$ cat src/design/pacl_pkg.sv
// Package for the per-address connection limiter.
// Shared widths, status codes, reset values and parameter defaults.
// No dependencies.
`timescale 1ns / 1ps

package pacl_pkg;

	localparam int ADDR_W        = 32;
	localparam int CNT_W         = 16;
	localparam int BUCKETS_DEF   = 65536;
	localparam int WAYS_DEF      = 4;
	localparam int QUEUE_DEPTH   = 2;

	typedef logic [1:0]       status_t;
	typedef logic [CNT_W-1:0] cnt_t;

	localparam status_t ST_OK       = 2'd0;
	localparam status_t ST_OVER     = 2'd1;
	localparam status_t ST_FULL     = 2'd2;
	localparam status_t ST_NOTFOUND = 2'd3;

	localparam cnt_t LIMIT_RESET = 16'd10;

endpackage

$ cat src/design/pacl_front.sv
// Front end: takes requests, splits the address into bucket and tag,
// and holds them in a short queue for the back end. Uses pacl_pkg.
`timescale 1ns / 1ps

module pacl_front #(
	parameter int BUCKETS = pacl_pkg::BUCKETS_DEF
) (
	input  logic                                          clk,
	input  logic                                          arst_n,
	input  logic                                          in_valid,
	output logic                                          in_stall,
	input  logic                                          mode,
	input  logic [pacl_pkg::ADDR_W-1:0]                   ip_address,
	input  logic                                          store_ready,
	output logic                                          q_valid,
	input  logic                                          q_pop,
	output logic                                          q_remove,
	output logic [$clog2(BUCKETS)-1:0]                    q_bucket,
	output logic [pacl_pkg::ADDR_W-$clog2(BUCKETS)-1:0]   q_tag
);

	localparam int BUCKET_W = $clog2(BUCKETS);
	localparam int TAG_W    = pacl_pkg::ADDR_W - BUCKET_W;
	localparam int QPTR_W   = (pacl_pkg::QUEUE_DEPTH > 1) ? $clog2(pacl_pkg::QUEUE_DEPTH) : 1;
	localparam int QCNT_W   = $clog2(pacl_pkg::QUEUE_DEPTH + 1);

	logic                 rem_q    [pacl_pkg::QUEUE_DEPTH];
	logic [BUCKET_W-1:0]  bucket_q [pacl_pkg::QUEUE_DEPTH];
	logic [TAG_W-1:0]     tag_q    [pacl_pkg::QUEUE_DEPTH];
	logic [QPTR_W-1:0]    wr_ptr_q;
	logic [QPTR_W-1:0]    rd_ptr_q;
	logic [QCNT_W-1:0]    fill_q;
	logic                 push;
	logic                 full;

	assign full     = (fill_q == QCNT_W'(pacl_pkg::QUEUE_DEPTH));
	assign in_stall = !store_ready || full;
	assign push     = in_valid && !in_stall;
	assign q_valid  = (fill_q != '0);
	assign q_remove = rem_q[rd_ptr_q];
	assign q_bucket = bucket_q[rd_ptr_q];
	assign q_tag    = tag_q[rd_ptr_q];

	always_ff @(posedge clk) begin
		if (push) begin
			rem_q[wr_ptr_q]    <= mode;
			bucket_q[wr_ptr_q] <= ip_address[BUCKET_W-1:0];
			tag_q[wr_ptr_q]    <= ip_address[pacl_pkg::ADDR_W-1:BUCKET_W];
		end
	end

	always_ff @(posedge clk or negedge arst_n) begin
		if (!arst_n) begin
			wr_ptr_q <= '0;
			rd_ptr_q <= '0;
			fill_q   <= '0;
		end else begin
			if (push) begin
				wr_ptr_q <= (wr_ptr_q == QPTR_W'(pacl_pkg::QUEUE_DEPTH - 1)) ? '0
					: wr_ptr_q + QPTR_W'(1);
			end
			if (q_pop) begin
				rd_ptr_q <= (rd_ptr_q == QPTR_W'(pacl_pkg::QUEUE_DEPTH - 1)) ? '0
					: rd_ptr_q + QPTR_W'(1);
			end
			if (push && !q_pop) begin
				fill_q <= fill_q + QCNT_W'(1);
			end else if (!push && q_pop) begin
				fill_q <= fill_q - QCNT_W'(1);
			end
		end
	end

endmodule

$ cat config.mk
export PLATFORM = sky130hd
export DESIGN_NAME = pacl_front
export DESIGN_NICKNAME = d
export VERILOG_FILES = /design/src/design/pacl_pkg.sv /design/src/design/pacl_front.sv
export SDC_FILE = /design/constraint.sdc
export NUM_CORES = 1
export LEC_CHECK = 0
export BUFFER_PORTS_ARGS = -buffer_cell sky130_fd_sc_hd__buf_2
export CAP_MARGIN = 5
export CORE_UTILIZATION = 52
export DETAILED_ROUTE_END_ITERATION = 12
export PLACE_DENSITY_LB_ADDON = 0.3
export SKIP_CTS_REPAIR_TIMING = 1
export SYNTH_ARGS = -nofsm -noshare
export SYNTH_HDL_FRONTEND = slang
export SYNTH_SLANG_ARGS = --single-unit
$ cat constraint.sdc
create_clock -name clk -period 2.5 [get_ports clk]
set_clock_uncertainty 0.2 [all_clocks]
set_input_delay 0.125 -clock clk [delete_from_list [all_inputs] [get_ports clk]]
set_output_delay 0.125 -clock clk [all_outputs]
set_load 0.01 [all_outputs]
# ---- Word level (Yosys, flattened, before mapping)
# Memory sizes are Yosys's and may differ from the RTL's.
# Cells that the tools add are included.
dict set report word_totals {
  register_bits 4
  ramBits 66
  in_bits 38
  out_inout_bits 35
  word_cells 27
  n_memories 3
}
dict set report op_classes {
  add_sub_neg 4
  eq_ne 1
  n_mux 6
  reduce_logical 10
}
# memory words width rd rd_clocked_by_memory_dff write_ports line_no
set memory_table {}
lappend memory_table {bucket_q 2 16 1 0 1 pacl_front.sv:28} ;# logic [BUCKET_W-1:0] bucket_q [pacl_pkg::QUEUE_DEPTH];
lappend memory_table {tag_q 2 16 1 0 1 pacl_front.sv:29} ;# logic [TAG_W-1:0] tag_q [pacl_pkg::QUEUE_DEPTH];
lappend memory_table {rem_q 2 1 1 0 1 pacl_front.sv:27} ;# logic rem_q [pacl_pkg::QUEUE_DEPTH];
# op count
set op_table {}
lappend op_table {{logical NOT 1 bit} 4}
lappend op_table {{two-way mux 1 bit} 4}
lappend op_table {{two-way mux 2 bit} 2}
lappend op_table {{nonzero test 2 bit} 2}
lappend op_table {{logical AND 1 bit} 3}
lappend op_table {{adder 1 bit, second input constant} 2}
lappend op_table {{adder 2 x 1 -> 2 bit, second input constant} 1}
lappend op_table {{== test 2 bit, second input constant} 1}
lappend op_table {{subtractor 2 x 1 -> 2 bit, second input constant} 1}
lappend op_table {{logical OR 1 bit} 1}

# ---- Depth between registers and ports, before layout
dict set report depth {
  word_depth 8
  ltp_mapped 6
  depth_no_buf 6
}

# ---- Least setup slack after synthesis
# OpenSTA, ideal clock, no wires.
dict set report synth_path {
  kind {reg-to-reg}
  start {reg fill_q[0]}
  end {mem bucket_q[1][0] (netlist name) (enable)}
  setup_time_ns 0.393
  t_arrival_ns 1.546
  required_ns 1.907
  slack_ns 0.361
  path_stages_with_launch 4
  path_buffers 0
  synth_period_minus_slack_ns 2.139
  cell_sequence {dfrtp_1 -> nand2b_1 -> and3_4 -> and2_1}
}
dict set report synth_via {
  elab_chain_len 6
}
# item line_no
set synth_rtl {}
lappend synth_rtl {{from (decl)} pacl_front.sv:32} ;# logic [QCNT_W-1:0] fill_q;
lappend synth_rtl {{from (signal assigned)} pacl_front.sv:67} ;# fill_q <= fill_q + QCNT_W'(1);
lappend synth_rtl {{from (signal assigned)} pacl_front.sv:69} ;# fill_q <= fill_q - QCNT_W'(1);
lappend synth_rtl {{== test 2 bit} pacl_front.sv:36} ;# assign full = (fill_q == QCNT_W'(pacl_pkg::QUEUE_DEPTH));
lappend synth_rtl {{logical OR 1 bit} pacl_front.sv:37} ;# assign in_stall = !store_ready || full;
lappend synth_rtl {{logical NOT 1 bit} pacl_front.sv:38} ;# assign push = in_valid && !in_stall;
lappend synth_rtl {{logical AND 1 bit} pacl_front.sv:38}
lappend synth_rtl {{two-way mux 1 bit} pacl_front.sv:45} ;# if (push) begin
lappend synth_rtl {{two-way mux 1 bit (implied by the code)} pacl_front.sv:47} ;# bucket_q[wr_ptr_q] <= ip_address[BUCKET_W-1:0];
lappend synth_rtl {{to (decl)} pacl_front.sv:28}
# No other way between the ends.

# ---- Worst setup path in the final report
dict set report layout_path {
  start {reg rd_ptr_q}
  end {out q_bucket[10]}
}
dict set report layout_via {
  elab_chain_len 1
}
# item line_no
set layout_rtl {}
lappend layout_rtl {{from (decl)} pacl_front.sv:31} ;# logic [QPTR_W-1:0] rd_ptr_q;
lappend layout_rtl {{from (signal assigned)} pacl_front.sv:63} ;# rd_ptr_q <= (rd_ptr_q == QPTR_W'(pacl_pkg::QUEUE_DEPTH - 1)) ? '0
lappend layout_rtl {{memory (2 x 16 bit)} -}
lappend layout_rtl {{to (decl)} pacl_front.sv:18} ;# output logic [$clog2(BUCKETS)-1:0] q_bucket,
# No other way between the ends.

==> run summary <==
=================================================================================
Status ............................................................. complete, no violations
Count of cells along the worst register-to-register path ...........            4
Combinational family with the most area after synthesis ............ multiplexers
Switching power total ..............................................     0.974 mW
Count of cell types in the netlist .................................           17
Remaining design rule violation count ..............................            0
Core area ..........................................................     4880 um2
Flop2flop setup slack ..............................................      0.63 ns
Power density cells ................................................   960 nW/um2
Sequential fraction of the synthesis area ..........................        76.5%
Sequential cell fraction of total power ............................        44.2%
Min-Delay Path Class ............................................... primary input to flop
Post-Layout Inst Area ..............................................     3760 um2
Pin count of the biggest net entering global routing ...............           22
Final weighted congestion of routability-driven global placement ...        0.638
Power consumption ..................................................      3.61 mW
Crit start category ................................................         flop
Setup repair after global routing missed its margin ................        false
Initial antenna violation count ....................................            0
Final critical-path required period ................................      2.09 ns
Max frequency ......................................................      479 MHz
Tot GR Track Use ...................................................        17.2%
Number of global-route vias before repair ..........................        1,424
Setup tns final ....................................................         0 ns
Synthesis Warnings .................................................            0
Number of nets with antenna violations after routing ...............            0
P_int ..............................................................      2.64 mW
Setup Viol. Count Final ............................................            0
Clock Sink Count ...................................................           70
RR Endpoint ........................................................     wr_ptr_q
Number of instances on the worst hold path .........................            4
Post-synthesis xor/xnor area fraction ..............................        1.89%
HPWL after detailed placement ......................................      3040 um
Number of placement rows ...........................................           25
Maximum resistive drop on vdd ......................................     0.765 mV
Top-Level Pins .....................................................           73
Share of synthesized area spent on multiplexers ....................        17.7%
Crit Path Max Fanout ...............................................           21
Floorplan die width ................................................      74.3 um
Flip-flop and latch count after synthesis ..........................           70
Adder-Cell Fraction of Synth Area ..................................       0.460%
Sum of routed wire length over all layers ..........................      4970 um
Startpoint of the worst hold path ..................................  store_ready
Worst slew slack as a fraction of its limit ........................        69.5%
Floorplan die area .................................................     5520 um2
Layout cell share with drive strength beyond 1 .....................        52.2%
Net count after synthesis ..........................................          160
Nature of the critical path endpoint ...............................   output pin
Logic pwr share ....................................................        29.5%
# Max-Cap Violations ...............................................            0
First-pass GRT wire length .........................................      6440 um
Chip height ........................................................      74.3 um
Layout Cells excl Fill .............................................          314
Endpoint required time on the critical path ........................      2.17 ns
Number of cells produced by synthesis ..............................          121
Antenna diode count ................................................            0
Cell-by-cell listing of the critical path .......................... buf_12 -> mux2_2 -> buf_2
Cell taking the most area after synthesis .......................... sky130_fd_sc_hd__edfxtp_1
Source-to-sink clock delay at the later pin of the worst-skew pair .      0.33 ns
Simple logic cell fraction of the synthesized area .................        1.66%
DR WL/cell .........................................................      15.8 um
Buf/Inv on CP ......................................................            2
CTS Buffer Depth ...................................................            2
Clock transition at the registers of the reported paths ............      0.07 ns
Per-instance average area after synthesis ..........................     22.5 um2
Critical path class ................................................ flop to output pin
Total CTS buffers ..................................................            9
Fraction of power spent switching nets .............................        27.0%
Vias per std cell ..................................................         4.80
Total of buffers placed on input and output ports ..................           72
Maximum level of the CTS H-tree ....................................            3
Post-synthesis compound-gate area fraction .........................           0%
Vias ...............................................................        1,508
Synthesis-to-layout area growth ....................................        38.3%
Final core utilization .............................................        77.1%
Clock power share ..................................................        26.3%
Final Cycle Share ..................................................        83.5%
Yosys top cell area share ..........................................        72.9%
Family with the most delay on the worst path .......................   flip-flops
Initial standard-cell utilization of the core ......................        55.7%
First-pass detailed-route iteration total ..........................            4
CTS root buf ....................................................... sky130_fd_sc_hd__clkbuf_8
Clock tree from TritonCTS ..........................................          yes
Sum of overflow across all layers after global routing .............            0
Number of endpoints with negative hold slack in the final report ...            0
Worst Hold Endpoint ................................................    fill_q[0]
CP peak stage delay ................................................      0.66 ns
P_leak .............................................................      1.53 nW
Data arrival time of the worst path ................................      1.76 ns
Post-DP Area .......................................................     3170 um2
Syn Std Cell Area ..................................................     2720 um2
Synth area leaders ................................................. sky130_fd_sc_hd__edfxtp_1 73%, sky130_fd_sc_hd__mux2_4 16%, sky130_fd_sc_hd__dfrtp_1 3.7%
Beginning of the worst register-to-register path ...................    fill_q[0]
Number of max-slew violations in the final report ..................            0
Final Net Count ....................................................          282
DR iter-0 viols ....................................................           42
Inst Count DP ......................................................          261
Transition time at the pin with the least slew margin ..............     0.458 ns
Slowest-stage cell, CP ............................................. sky130_fd_sc_hd__dfrtp_2
=================================================================================
==> synth_stat cells (all sizes together) <==
cell type / number
dfrtp: 4
nand2b: 1
nor2: 1
and2: 1
ha: 1
buf: 4
inv: 1
nand2: 1
xor2: 4
and2b: 1
edfxtp: 66
and3: 1
xnor2: 1
mux2: 33
or2: 1
==> flip-flops by register name, indices dropped and copies added (netlist names) <==
signal and cells:
tag_q 32, wr_ptr_q 1, bucket_q 32, rd_ptr_q 1, fill_q 2, rem_q 2
==> worst min-delay path, cell delays in order <==
cell and delay, ns:
sky130_fd_sc_hd__buf_2 0.09, sky130_fd_sc_hd__and3_4 0.19, sky130_fd_sc_hd__ha_1 0.16, sky130_fd_sc_hd__xnor2_1 0.08
==> power groups by stage <==
stage	sequential (mW)	clock (mW)	combinational (mW)
after detailed placement	1.62	0	1.02
after global routing	1.61	1.02	1.14
after CTS	1.60	0.963	1.03
after global placement	1.60	0	0.996
final	1.60	0.950	1.06
after floorplan	1.54	0	0.790
==> routing by layer <==
| layer | GRT usage, % | share of wire [%] |
|---|---|---|
| met1 | 18.4 | 38 |
| met2 | 29.0 | 54 |
| met3 | 7.45 | 5.3 |
| met4 | 8.60 | 2.1 |
| met5 | 0 | 0 |
==> metrics by stage <==
step | hold slack (ns) | setup WS, ns
after floorplan | -0.371 | 0.361
after global placement | -0.266 | 0.816
after detailed placement | -0.263 | 0.713
after CTS | -0.627 | 0.407
after global routing | 0.134 | 0.348
final | 0.153 | 0.413
==> how the worst max path moves through the flow <==
stage	slack, ns	start	to	depth (start not counted)
after CTS	0.41	rd_ptr_q	q_bucket[10]	3
after floorplan	0.36	fill_q[0]	bucket_q[1][0]	3
after global routing	0.35	rd_ptr_q	q_tag[0]	3
after global placement	0.82	rd_ptr_q	q_bucket[10]	3
after detailed placement	0.71	fill_q[0]	bucket_q[1][13]	4
final	0.41	rd_ptr_q	q_bucket[10]	3
==> logic make-up after synthesis <==
| kind of cell | count (synthesis) |
|---|---|
| simple gates | 7 |
| buf+inv | 5 |
| xor+xnor | 5 |
| fa+ha+maj | 1 |
| mux | 33 |
| flops | 70 |
==> area by class of cell <==
type                            count  area, um2
Clock inverter                      6       87.6
Inverter                            1       3.75
Multi-Input combinational cell     46        589
Timing Repair Buffer              115        791
Fill cell                         288       1120
Sequential cell                    70       2080
Tap cell                           67       83.8
Clock buffer                        9        124
==> cells in the final DEF, fill, tap and decap left out <==
cell / count
sky130_fd_sc_hd__clkinv_2: 1
sky130_fd_sc_hd__and3_4: 1
sky130_fd_sc_hd__and2b_1: 1
sky130_fd_sc_hd__xor2_1: 3
sky130_fd_sc_hd__dfrtp_2: 1
sky130_fd_sc_hd__clkinvlp_4: 3
sky130_fd_sc_hd__inv_1: 1
sky130_fd_sc_hd__or2_2: 1
sky130_fd_sc_hd__edfxtp_1: 66
sky130_fd_sc_hd__mux2_4: 29
sky130_fd_sc_hd__ha_1: 1
sky130_fd_sc_hd__buf_12: 1
sky130_fd_sc_hd__xor2_2: 1
sky130_fd_sc_hd__nor2_1: 1
sky130_fd_sc_hd__bufinv_16: 2
sky130_fd_sc_hd__mux2_2: 4
sky130_fd_sc_hd__dlygate4sd3_1: 38
sky130_fd_sc_hd__dfrtp_1: 3
sky130_fd_sc_hd__buf_4: 4
sky130_fd_sc_hd__and2_1: 1
sky130_fd_sc_hd__buf_2: 72
sky130_fd_sc_hd__nand2b_1: 1
sky130_fd_sc_hd__nand2_1: 1
sky130_fd_sc_hd__clkbuf_8: 9
sky130_fd_sc_hd__xnor2_1: 1
No activity file was read; power rests on OpenSTA's default activity.
